[src/rtl/pointer_acceleration_scaler_core_macros.svh]
// Assertion macros for the pointer acceleration scaler.
// Used by the control module; relies on a clk and rst in scope.
`ifndef POINTER_ACCELERATION_SCALER_CORE_MACROS_SVH
`define POINTER_ACCELERATION_SCALER_CORE_MACROS_SVH

// next-cycle implication
`define PAS_ASSERT_NEXT(lbl, ante, cons) \
  lbl: assert property (@(posedge clk) disable iff (rst) (ante) |=> (cons)) \
    else $error("pas assertion failed: next-cycle check");

// same-cycle implication
`define PAS_ASSERT_NOW(lbl, ante, cons) \
  lbl: assert property (@(posedge clk) disable iff (rst) (ante) |-> (cons)) \
    else $error("pas assertion failed: same-cycle check");

`endif

[src/rtl/pas_pkg.sv]
// Shared types and constants for the pointer acceleration scaler.
// No dependencies.
package pas_pkg;

  localparam int MAX_SEGMENTS = 32;
  localparam int SEG_AW       = $clog2(MAX_SEGMENTS);
  localparam int CNT_W        = 6;
  localparam int MAG_W        = 29;
  localparam int REM_W        = 30;
  localparam int DIV_STEPS    = 32;

  // register indexes
  localparam logic [1:0] REG_SCALING = 2'd0;
  localparam logic [1:0] REG_COUNT   = 2'd1;
  localparam logic [1:0] REG_BMODE   = 2'd2;
  localparam logic [1:0] REG_MULTI   = 2'd3;

  // button modes
  localparam logic [1:0] BM_TIE    = 2'd0;
  localparam logic [1:0] BM_SWAP   = 2'd1;
  localparam logic [1:0] BM_NORMAL = 2'd2;

  typedef struct packed {
    logic             scaling_enabled;
    logic [CNT_W-1:0] segment_count;
    logic [1:0]       button_mode;
    logic             multi_button;
  } cfg_t;

  typedef enum logic [3:0] {
    OP_NONE,
    OP_LOAD,
    OP_READ,
    OP_NEXT,
    OP_MSLOPE,
    OP_DIVSTART,
    OP_DIVSTEP,
    OP_SCALE,
    OP_MX,
    OP_MY,
    OP_FINY,
    OP_OUT
  } op_t;

  typedef struct packed {
    logic is_seg;
    logic pass;
    logic more;
    logic div_last;
  } dp_status_t;

  typedef enum logic [3:0] {
    ST_IDLE,
    ST_DECIDE,
    ST_READ,
    ST_CMP,
    ST_MSLOPE,
    ST_DIVSTART,
    ST_DIV,
    ST_SCALE,
    ST_MX,
    ST_MY,
    ST_FINY,
    ST_OUT
  } state_t;

endpackage

[src/rtl/pas_datapath.sv]
// Datapath: segment table memory, speed estimate, shared multiplier,
// radix-2 divider, fraction state and button mapping. Uses pas_pkg.
module pas_datapath
  import pas_pkg::*;
(
  input  logic                clk,
  input  logic                rst,
  input  op_t                 op,
  input  cfg_t                cfg,
  input  logic                cmd,
  input  logic signed [11:0]  delta_x,
  input  logic signed [11:0]  delta_y,
  input  logic [7:0]          raw_buttons,
  input  logic [4:0]          seg_index,
  input  logic signed [31:0]  seg_limit,
  input  logic signed [31:0]  seg_slope,
  input  logic signed [31:0]  seg_intercept,
  output dp_status_t          status,
  output logic signed [15:0]  out_dx,
  output logic signed [15:0]  out_dy,
  output logic [7:0]          out_buttons
);

  logic signed [31:0] lim_mem [MAX_SEGMENTS];
  logic signed [31:0] slp_mem [MAX_SEGMENTS];
  logic signed [31:0] icp_mem [MAX_SEGMENTS];
  logic signed [31:0] lim_q, slp_q, icp_q;

  logic [SEG_AW-1:0]  k;
  logic [MAG_W-1:0]   mag;
  logic signed [11:0] dx, dy;
  logic [7:0]         btn_raw;
  logic               is_seg, pass;
  logic signed [63:0] prod;
  logic               t_neg;
  logic [REM_W-1:0]   rem;
  logic [31:0]        qs;
  logic [4:0]         div_cnt;
  logic signed [31:0] scale;
  logic signed [16:0] frac_x, frac_y;
  logic signed [15:0] ox, oy;
  logic [7:0]         btn_base, btn_map;

  // speed estimate from the incoming deltas
  logic [11:0]        ax_in, ay_in, mx_in, mn_in;
  logic [MAG_W-1:0]   mag_in;
  assign ax_in  = delta_x[11] ? 12'(-delta_x) : 12'(delta_x);
  assign ay_in  = delta_y[11] ? 12'(-delta_y) : 12'(delta_y);
  assign mx_in  = (ax_in > ay_in) ? ax_in : ay_in;
  assign mn_in  = (ax_in > ay_in) ? ay_in : ax_in;
  assign mag_in = {1'b0, mx_in, 16'h0} + {2'b0, mn_in, 15'h0};

  // segment count clamp: 0 acts as 1, above table size acts as table size
  logic [CNT_W:0] n_eff;
  always_comb begin
    if (cfg.segment_count == '0) n_eff = (CNT_W+1)'(1);
    else if ({1'b0, cfg.segment_count} > (CNT_W+1)'(MAX_SEGMENTS))
      n_eff = (CNT_W+1)'(MAX_SEGMENTS);
    else n_eff = {1'b0, cfg.segment_count};
  end

  // shared multiplier
  logic signed [31:0] mul_a, mul_b;
  always_comb begin
    case (op)
      OP_MSLOPE: begin
        mul_a = $signed({3'b0, mag});
        mul_b = slp_q;
      end
      OP_MX: begin
        mul_a = 32'(signed'({dx, 16'h0}));
        mul_b = scale;
      end
      OP_MY: begin
        mul_a = 32'(signed'({dy, 16'h0}));
        mul_b = scale;
      end
      default: begin
        mul_a = '0;
        mul_b = '0;
      end
    endcase
  end

  logic signed [31:0] prod_fx, t_sum, sum_s;
  logic [31:0]        abs_t;
  logic signed [16:0] frac_sel;
  assign prod_fx  = prod[47:16];
  assign t_sum    = icp_q + prod_fx;
  assign abs_t    = t_sum[31] ? 32'(-t_sum) : 32'(t_sum);
  assign frac_sel = (op == OP_MY) ? frac_x : frac_y;
  assign sum_s    = prod_fx + 32'(frac_sel);

  // truncation toward zero of sum_s / 65536
  logic signed [15:0] sum_int;
  assign sum_int = sum_s[31:16] + ((sum_s[31] && (sum_s[15:0] != 16'h0)) ? 16'sd1 : 16'sd0);

  // divider trial subtract
  logic [REM_W:0] trial;
  logic [REM_W-1:0] rem_sh;
  assign rem_sh = {rem[REM_W-2:0], qs[31]};
  assign trial  = {1'b0, rem_sh} - {2'b0, mag};

  always_ff @(posedge clk) begin
    if (op == OP_LOAD && cmd) begin
      lim_mem[seg_index[SEG_AW-1:0]] <= seg_limit;
      slp_mem[seg_index[SEG_AW-1:0]] <= seg_slope;
      icp_mem[seg_index[SEG_AW-1:0]] <= seg_intercept;
    end
    if (op == OP_READ) begin
      lim_q <= lim_mem[k];
      slp_q <= slp_mem[k];
      icp_q <= icp_mem[k];
    end
  end

  always_ff @(posedge clk) begin
    if (rst) begin
      frac_x <= '0;
      frac_y <= '0;
    end else begin
      case (op)
        OP_MY: frac_x <= {sum_s[31], sum_s[15:0]};
        OP_FINY: frac_y <= {sum_s[31], sum_s[15:0]};
        default: ;
      endcase
    end
  end

  always_ff @(posedge clk) begin
    case (op)
      OP_LOAD: begin
        k       <= '0;
        mag     <= mag_in;
        dx      <= delta_x;
        dy      <= delta_y;
        btn_raw <= raw_buttons;
        is_seg  <= cmd;
        pass    <= !cfg.scaling_enabled || (mag_in == '0);
        ox      <= 16'(delta_x);
        oy      <= 16'(delta_y);
      end
      OP_NEXT: k <= k + SEG_AW'(1);
      OP_MSLOPE, OP_MX: prod <= mul_a * mul_b;
      OP_DIVSTART: begin
        t_neg   <= t_sum[31];
        rem     <= {14'h0, abs_t[31:16]};
        qs      <= {abs_t[15:0], 16'h0};
        div_cnt <= '0;
      end
      OP_DIVSTEP: begin
        if (!trial[REM_W]) begin
          rem <= trial[REM_W-1:0];
          qs  <= {qs[30:0], 1'b1};
        end else begin
          rem <= rem_sh;
          qs  <= {qs[30:0], 1'b0};
        end
        div_cnt <= div_cnt + 5'd1;
      end
      OP_SCALE: scale <= t_neg ? 32'(-qs) : 32'(qs);
      OP_MY: begin
        prod <= mul_a * mul_b;
        ox   <= sum_int;
      end
      OP_FINY: oy <= sum_int;
      OP_OUT: begin
        out_dx      <= ox;
        out_dy      <= oy;
        out_buttons <= btn_map;
      end
      default: ;
    endcase
  end

  // button remap: left to bit2; with multi_button, right to bit0 and middle to bit1; then tie or swap mode
  always_comb begin
    btn_base = {5'h0, btn_raw[0], 2'b00};
    if (cfg.multi_button) begin
      btn_base[0]   = btn_raw[1];
      btn_base[1]   = btn_raw[2];
      btn_base[7:3] = btn_raw[7:3];
    end
    btn_map = btn_base;
    if (cfg.button_mode == BM_TIE) begin
      if (btn_base[0] || btn_base[2]) begin
        btn_map[2] = 1'b1;
        btn_map[0] = 1'b0;
      end
    end else if (cfg.button_mode == BM_SWAP && cfg.multi_button) begin
      btn_map[0] = btn_base[2];
      btn_map[2] = btn_base[0];
    end
  end

  assign status.is_seg   = is_seg;
  assign status.pass     = pass;
  assign status.more     = (({2'b0, k} + (CNT_W+1)'(1)) < n_eff)
                           && ($signed({3'b0, mag}) > lim_q);
  assign status.div_last = (div_cnt == 5'(DIV_STEPS - 1));

endmodule

[src/rtl/pas_ctrl.sv]
// Control state machine: sequences search, divide and multiply steps.
// Uses pas_pkg and pointer_acceleration_scaler_core_macros.svh.
`include "pointer_acceleration_scaler_core_macros.svh"
module pas_ctrl
  import pas_pkg::*;
(
  input  logic       clk,
  input  logic       rst,
  input  logic       in_valid,
  output logic       in_ready,
  output logic       out_valid,
  input  logic       out_ready,
  input  dp_status_t status,
  output op_t        op
);

  state_t state, state_next;
  logic   out_valid_next;

  always_ff @(posedge clk) begin
    if (rst) begin
      state     <= ST_IDLE;
      out_valid <= 1'b0;
    end else begin
      state     <= state_next;
      out_valid <= out_valid_next;
    end
  end

  always_comb begin
    state_next     = state;
    op             = OP_NONE;
    in_ready       = 1'b0;
    out_valid_next = out_valid && !out_ready;
    case (state)
      ST_IDLE: begin
        in_ready = 1'b1;
        if (in_valid) begin
          op         = OP_LOAD;
          state_next = ST_DECIDE;
        end
      end
      ST_DECIDE: begin
        if (status.is_seg) state_next = ST_IDLE;
        else if (status.pass) state_next = ST_OUT;
        else state_next = ST_READ;
      end
      ST_READ: begin
        op         = OP_READ;
        state_next = ST_CMP;
      end
      ST_CMP: begin
        if (status.more) begin
          op         = OP_NEXT;
          state_next = ST_READ;
        end else begin
          state_next = ST_MSLOPE;
        end
      end
      ST_MSLOPE: begin
        op         = OP_MSLOPE;
        state_next = ST_DIVSTART;
      end
      ST_DIVSTART: begin
        op         = OP_DIVSTART;
        state_next = ST_DIV;
      end
      ST_DIV: begin
        op = OP_DIVSTEP;
        if (status.div_last) state_next = ST_SCALE;
      end
      ST_SCALE: begin
        op         = OP_SCALE;
        state_next = ST_MX;
      end
      ST_MX: begin
        op         = OP_MX;
        state_next = ST_MY;
      end
      ST_MY: begin
        op         = OP_MY;
        state_next = ST_FINY;
      end
      ST_FINY: begin
        op         = OP_FINY;
        state_next = ST_OUT;
      end
      ST_OUT: begin
        if (!out_valid || out_ready) begin
          op             = OP_OUT;
          out_valid_next = 1'b1;
          state_next     = ST_IDLE;
        end
      end
      default: state_next = ST_IDLE;
    endcase
  end

  `PAS_ASSERT_NEXT(a_div_to_scale, state == ST_DIV && status.div_last, state == ST_SCALE)
  `PAS_ASSERT_NEXT(a_cmp_done, state == ST_CMP && !status.more, state == ST_MSLOPE)
  `PAS_ASSERT_NOW(a_out_free, op == OP_OUT, !out_valid || out_ready)
  `PAS_ASSERT_NEXT(a_out_load, op == OP_OUT, out_valid)

endmodule

[src/rtl/pointer_acceleration_scaler_core.sv]
// Scaled motion request, accept to result valid: decide, a read and compare per segment
// searched, slope multiply, divider start, 32 divider steps, scale, x and y multiplies;
// scaling off or zero speed goes from decide to output; segment writes give no result.
// One request in flight: a new request is accepted only back in idle, after the output
// register has taken the result, which can wait on out_ready.
// Synchronous active-high reset clears control, config and fractions;
// segment table is not cleared.
module pointer_acceleration_scaler_core
  import pas_pkg::*;
(
  input  logic               clk,
  input  logic               rst,
  input  logic               in_valid,
  output logic               in_ready,
  input  logic               cmd,
  input  logic signed [11:0] delta_x,
  input  logic signed [11:0] delta_y,
  input  logic [7:0]         raw_buttons,
  input  logic [4:0]         seg_index,
  input  logic signed [31:0] seg_limit,
  input  logic signed [31:0] seg_slope,
  input  logic signed [31:0] seg_intercept,
  output logic               out_valid,
  input  logic               out_ready,
  output logic signed [15:0] out_dx,
  output logic signed [15:0] out_dy,
  output logic [7:0]         out_buttons,
  input  logic               psel,
  input  logic               penable,
  input  logic               pwrite,
  input  logic [3:0]         paddr,
  input  logic [31:0]        pwdata,
  output logic [31:0]        prdata,
  output logic               pready
);

  cfg_t       cfg;
  dp_status_t status;
  op_t        op;
  logic       wr_en;

  assign pready = 1'b1;
  assign wr_en  = psel && penable && pwrite;

  always_ff @(posedge clk) begin
    if (rst) begin
      cfg.scaling_enabled <= 1'b0;
      cfg.segment_count   <= CNT_W'(1);
      cfg.button_mode     <= BM_NORMAL;
      cfg.multi_button    <= 1'b0;
    end else if (wr_en) begin
      case (paddr[3:2])
        REG_SCALING: cfg.scaling_enabled <= pwdata[0];
        REG_COUNT:   cfg.segment_count   <= pwdata[CNT_W-1:0];
        REG_BMODE:   cfg.button_mode     <= pwdata[1:0];
        REG_MULTI:   cfg.multi_button    <= pwdata[0];
        default: ;
      endcase
    end
  end

  always_comb begin
    case (paddr[3:2])
      REG_SCALING: prdata = {31'h0, cfg.scaling_enabled};
      REG_COUNT:   prdata = {26'h0, cfg.segment_count};
      REG_BMODE:   prdata = {30'h0, cfg.button_mode};
      REG_MULTI:   prdata = {31'h0, cfg.multi_button};
      default:     prdata = '0;
    endcase
  end

  pas_ctrl u_ctrl (
    .clk       (clk),
    .rst       (rst),
    .in_valid  (in_valid),
    .in_ready  (in_ready),
    .out_valid (out_valid),
    .out_ready (out_ready),
    .status    (status),
    .op        (op)
  );

  pas_datapath u_dp (
    .clk           (clk),
    .rst           (rst),
    .op            (op),
    .cfg           (cfg),
    .cmd           (cmd),
    .delta_x       (delta_x),
    .delta_y       (delta_y),
    .raw_buttons   (raw_buttons),
    .seg_index     (seg_index),
    .seg_limit     (seg_limit),
    .seg_slope     (seg_slope),
    .seg_intercept (seg_intercept),
    .status        (status),
    .out_dx        (out_dx),
    .out_dy        (out_dy),
    .out_buttons   (out_buttons)
  );

endmodule
[config.mk]
export PLATFORM = sky130hd
export DESIGN_NAME = pointer_acceleration_scaler_core
export DESIGN_NICKNAME = d
export VERILOG_FILES = /design/src/rtl/pas_pkg.sv /design/src/rtl/pas_datapath.sv /design/src/rtl/pas_ctrl.sv /design/src/rtl/pointer_acceleration_scaler_core.sv
export VERILOG_INCLUDE_DIRS = /design/src /design/src/rtl
export SDC_FILE = /design/constraint.sdc
export NUM_CORES = 2
export LEC_CHECK = 0
export ABC_AREA = 1
export BUFFER_PORTS_ARGS = -buffer_cell sky130_fd_sc_hd__clkbuf_2
export CAP_MARGIN = 10
export CORE_MARGIN = 2
export CORE_UTILIZATION = 52
export DETAILED_ROUTE_END_ITERATION = 8
export HOLD_SLACK_MARGIN = 0.12
export PLACE_DENSITY = 0.71
export SLEW_MARGIN = 20
export SYNTH_ARGS = -nofsm -noshare
export SYNTH_HDL_FRONTEND = slang
export SYNTH_SLANG_ARGS = --single-unit
export TNS_END_PERCENT = 10
[constraint.sdc]
create_clock -name clk -period 10.7 [get_ports clk]
set_input_delay 0.535 -clock clk [delete_from_list [all_inputs] [get_ports clk]]
set_output_delay 0.535 -clock clk [all_outputs]
set_load 0.1 [all_outputs]
==> impl_metrics.sql <==
INSERT INTO impl_metrics (metric_group, metric, value, unit) VALUES
('power_and_ir_drop', 'seq_power_share', '0.479', ''),
('layout', 'final_util', '0.5806', ''),
('place', 'placed_cells_incl_taps', '16390', ''),
('logic_synthesis', 'post_synth_inst_count', '12830', ''),
('place', 'dpl.hpwl', '233900', 'um'),
('clocking', 'clkSlewWorstSetupHoldPaths', '0.06', 'ns'),
('floorplan', 'floorplan.die.height', '550.8', 'um'),
('timing', 'fin_ws', '0.6581', 'ns'),
('timing', 'slew_violations', '42', ''),
('timing', 'setup_violations_final', '0', ''),
('layout', 'nets', '13680', ''),
('route', 'postRouteAntennaNets', '0', ''),
('worst_setup_path', 'timing.critical_path.mode_cell', 'sky130_fd_sc_hd__nand2_1', ''),
('logic_synthesis', 'synthesis.area', '155500', 'um^2'),
('worst_setup_path', 'crit_arrival', '10.73', 'ns'),
('timing', 'timing.final.crit_period', '10.04', 'ns'),
('floorplan', 'die-area', '303400', 'um^2'),
('timing', 'final-hold-violation-count', '0', ''),
('worst_setup_path', 'critical_path.slowest_cell', 'sky130_fd_sc_hd__fa_1', ''),
('worst_setup_path', 'worstPathMaxFanout', '20', ''),
('route', 'routed_wl', '445200', 'um'),
('power_and_ir_drop', 'total_power', '32.07', 'mW'),
('logic_synthesis', 'yosys_warnings', '0', ''),
('clocking', 'cts_max_path_buffers', '4', ''),
('route', 'drt-wirelength-per-cell', '26.02', 'um'),
('power_and_ir_drop', 'leakage', '60.29', 'nW'),
('global_route', 'groute.usage.overall', '0.2877', ''),
('power_and_ir_drop', 'power_frac_clock', '0.380', ''),
('logic_synthesis', 'count_of_flip_flops_with_a_built_in_enable_after_synthesis', '3424', ''),
('global_route', 'antenna_found_initial', '53', ''),
('power_and_ir_drop', 'switchingPower', '8.646', 'mW'),
('logic_synthesis', 'average_instance_area_after_synthesis', '12.12', 'um^2'),
('power_and_ir_drop', 'p_sw_frac', '0.2696', ''),
('clocking', 'clock_latency_on_the_worst_skew_pair', '0.96', 'ns'),
('timing', 'portion_of_the_clock_cycle_consumed_by_the_worst_path_in_the_final_layout', '0.9385', ''),
('place', 'io_buffers', '196', ''),
('place', 'dpl_cell_area', '160700', 'um^2'),
('route', 'route.vias.total', '105500', ''),
('floorplan', 'placeableCoreArea', '297300', 'um^2'),
('run', 'timing.max_cap.violations', '0', ''),
('global_route', 'grt_first_pass_wirelength', '646800', 'um'),
('status', 'failed_checks', 'max-slew violations', ''),
('route', 'drt_first_pass_iters', '7', ''),
('timing', 'worst_slew_margin_rel', '-0.1472', ''),
('logic_synthesis', 'ys_seq_area_frac', '0.6676', ''),
('logic_synthesis', 'synth-main-ff-cell', 'sky130_fd_sc_hd__edfxtp_1', ''),
('layout', 'finish.cell_count_without_fillers', '17110', ''),
('clocking', 'cts-htree-levels', '5', ''),
('power_and_ir_drop', 'peakVddDrop', '0.0001517', 'V'),
('logic_synthesis', 'ys_async_sr_fraction', '0', ''),
('timing', 'grt_setup_unrepaired', 'no', ''),
('status', 'run_status', 'finished with violations', ''),
('logic_synthesis', 'ys_types', '75', ''),
('timing', 'max_slew.worst_pin.slew', '1.721', 'ns'),
('global_route', 'grt_pass1_vias', '98570', ''),
('global_route', 'maximum_number_of_pins_on_one_net_before_global_route_repair', '230', ''),
('layout', 'areaGrowthSynthToFinish', '11.03', '%'),
('worst_setup_path', 'cp_slowest_stage_delay', '0.73', 'ns'),
('clocking', 'cts_resized', '0', ''),
('timing', 'totalNegativeSetupSlack', '0', 'ns'),
('min_path', 'holdCritPathClass', 'input pin to flip-flop', ''),
('place', 'routabilityCongestion', '0.9440', ''),
('worst_setup_path', 'setup.worst_path.end_class', 'flip-flop', ''),
('floorplan', 'io_pins', '252', ''),
('clocking', 'post-cts-setup-buffers', '0', ''),
('clocking', 'cts_made_buffers', '352', ''),
('timing', 'fmax', '0.09958', 'GHz'),
('floorplan', 'floorplan.die.width', '550.8', 'um'),
('worst_setup_path', 'critical_path_class', 'flip-flop to flip-flop', ''),
('timing', 'final.setup_skew', '0.08276', 'ns'),
('logic_synthesis', 'synth_seq_cells', '3473', '');
-- cell families after synthesis --
kind of cell | Yosys count | share of synthesized area
other cells | 2 | 0.00004830
buf+inv | 1584 | 0.03912
fa+ha+maj | 650 | 0.07104
compound gates | 3291 | 0.1194
flops | 3473 | 0.6676
xor+xnor | 204 | 0.01159
simple gates | 3626 | 0.09120
-- registers in the layout, indices dropped and copies added (netlist names), 5 cells and up --
register          flops
u_dp.icp_mem       1024
u_dp.rem             29
u_dp.btn_raw          8
u_dp.mag             14
u_dp.out_dx          16
u_dp.scale           32
u_dp.frac_y          17
u_dp.out_buttons      8
u_dp.slp_mem       1024
u_dp.lim_q           32
u_dp.ox              16
u_dp.k                5
cfg                  10
u_dp.frac_x          17
u_dp.dx              12
u_dp.prod            32
u_dp.out_dy          16
u_dp.slp_q           32
u_dp.div_cnt          5
u_dp.qs              32
u_dp.lim_mem       1024
u_dp.icp_q           32
u_dp.oy              16
u_dp.dy              12
-- placed cells by master (no fill, tap or decap), types with 31 or more instances in the layout --
master | netlist | layout
sky130_fd_sc_hd__nor3_1 | 33 | 33
sky130_fd_sc_hd__clkbuf_16 | 0 | 357
sky130_fd_sc_hd__o22ai_1 | 772 | 772
sky130_fd_sc_hd__xnor2_1 | 42 | 42
sky130_fd_sc_hd__clkbuf_2 | 0 | 196
sky130_fd_sc_hd__a31oi_1 | 44 | 44
sky130_fd_sc_hd__clkinv_1 | 11 | 83
sky130_fd_sc_hd__edfxtp_1 | 3424 | 3424
sky130_fd_sc_hd__o221ai_1 | 124 | 124
sky130_fd_sc_hd__nand4_1 | 34 | 34
sky130_fd_sc_hd__nand2_1 | 996 | 996
sky130_fd_sc_hd__nand3_1 | 140 | 140
sky130_fd_sc_hd__buf_4 | 32 | 134
sky130_fd_sc_hd__nor2_1 | 2354 | 2315
sky130_fd_sc_hd__clkbuf_1 | 684 | 74
sky130_fd_sc_hd__o211ai_1 | 33 | 33
sky130_fd_sc_hd__ha_1 | 262 | 262
sky130_fd_sc_hd__o21ai_0 | 1977 | 1976
sky130_fd_sc_hd__fa_1 | 388 | 388
sky130_fd_sc_hd__dlygate4sd3_1 | 0 | 50
sky130_fd_sc_hd__inv_1 | 779 | 776
sky130_fd_sc_hd__clkinv_2 | 0 | 62
sky130_fd_sc_hd__a21oi_1 | 208 | 207
sky130_fd_sc_hd__buf_12 | 0 | 44
sky130_fd_sc_hd__dfxtp_1 | 49 | 49
sky130_fd_sc_hd__bufinv_16 | 0 | 31
sky130_fd_sc_hd__xor2_1 | 160 | 160
sky130_fd_sc_hd__nor2_4 | 2 | 41
-- worst max-delay path, delay by kind of cell (launching register included) --
kind | cells | cell delay [ns]
adder cells (fa/ha/maj) | 10 | 5.26
AND/OR/NAND/NOR | 20 | 2.46
buffers and inverters | 5 | 1.10
flip-flops | 1 | 0.56
AO/OA/AOI/OAI | 3 | 0.36
-- Yosys cell counts (all sizes together) (11+ instances only) --
cell | n | area (um^2)
edfxtp | 3424 | 102800
nor2 | 2361 | 8890
o21ai | 1995 | 10000
nand2 | 1002 | 3781
inv | 795 | 2987
o22ai | 774 | 4855
clkbuf | 684 | 2567
fa | 388 | 7767
ha | 262 | 3278
a21oi | 216 | 1126
xor2 | 161 | 1418
nand3 | 145 | 758.2
o221ai | 124 | 1086
buf | 94 | 486.7
dfxtp | 49 | 980.9
a31oi | 44 | 275.3
xnor2 | 43 | 384.1
nor3 | 39 | 225.2
o211ai | 36 | 285.3
nand4 | 35 | 225.2
o31ai | 21 | 157.7
a21o | 15 | 112.6
o21bai | 14 | 120.1
or2 | 13 | 81.33
clkinv | 11 | 41.29
nor4 | 11 | 75.07
-- per-layer routing --
layer	wire length, um	share of wire	GRT usage	vias up
li1	-	-	-	46010
met1	167500	0.38	0.3969	51950
met2	204700	0.46	0.4526	6485
met3	53620	0.12	0.05143	999
met4	19220	0.043	0.1220	38
met5	236	0.00053	0	-
-- final cells by class --
class / count / area (um^2) / share of cell area
Timing Repair Buffer: 425 / 3379 / 0.01958
Multi-Input combinational cell: 7798 / 46030 / 0.2667
Inverter: 806 / 3063 / 0.01774
Clock buffer: 432 / 9225 / 0.05344
Sequential cell: 3473 / 103800 / 0.6013
Clock inverter: 209 / 2122 / 0.01229
Antenna cell: 26 / 65.06 / 0.0003769
Tap cell: 3939 / 4928 / 0.02855
-- power groups by stage --
stage	Combinational, mW	Clock [mW]	Sequential, mW
floorplan	2.93	0	15.6
global placement	4.33	0	15.6
finish	4.52	12.2	15.4
global route	4.93	12.8	15.4
detailed placement	4.39	0	15.7
CTS	4.44	12.3	15.4
-- timing repair --
action                                 in CTS  in global routing
endpoints found under the hold margin     119                  0
setup endpoints to repair                   0                  0
hold buffers                               50                  0
-- final timing paths --
check / end / start / slack [ns] / depth (start not counted)
worst max-delay path: u_dp.prod[47] / u_dp.mag[15] / 0.66 / 38
worst min-delay path: u_dp.slp_mem[13][0] / seg_slope[0] / 0.17 / 1
worst max register to register: u_dp.prod[47] / u_dp.mag[15] / 0.66 / 38
worst min register to register: u_dp.out_dy[8] / u_dp.oy[8] / 0.42 / 0
No activity file was read; power rests on OpenSTA's default activity.
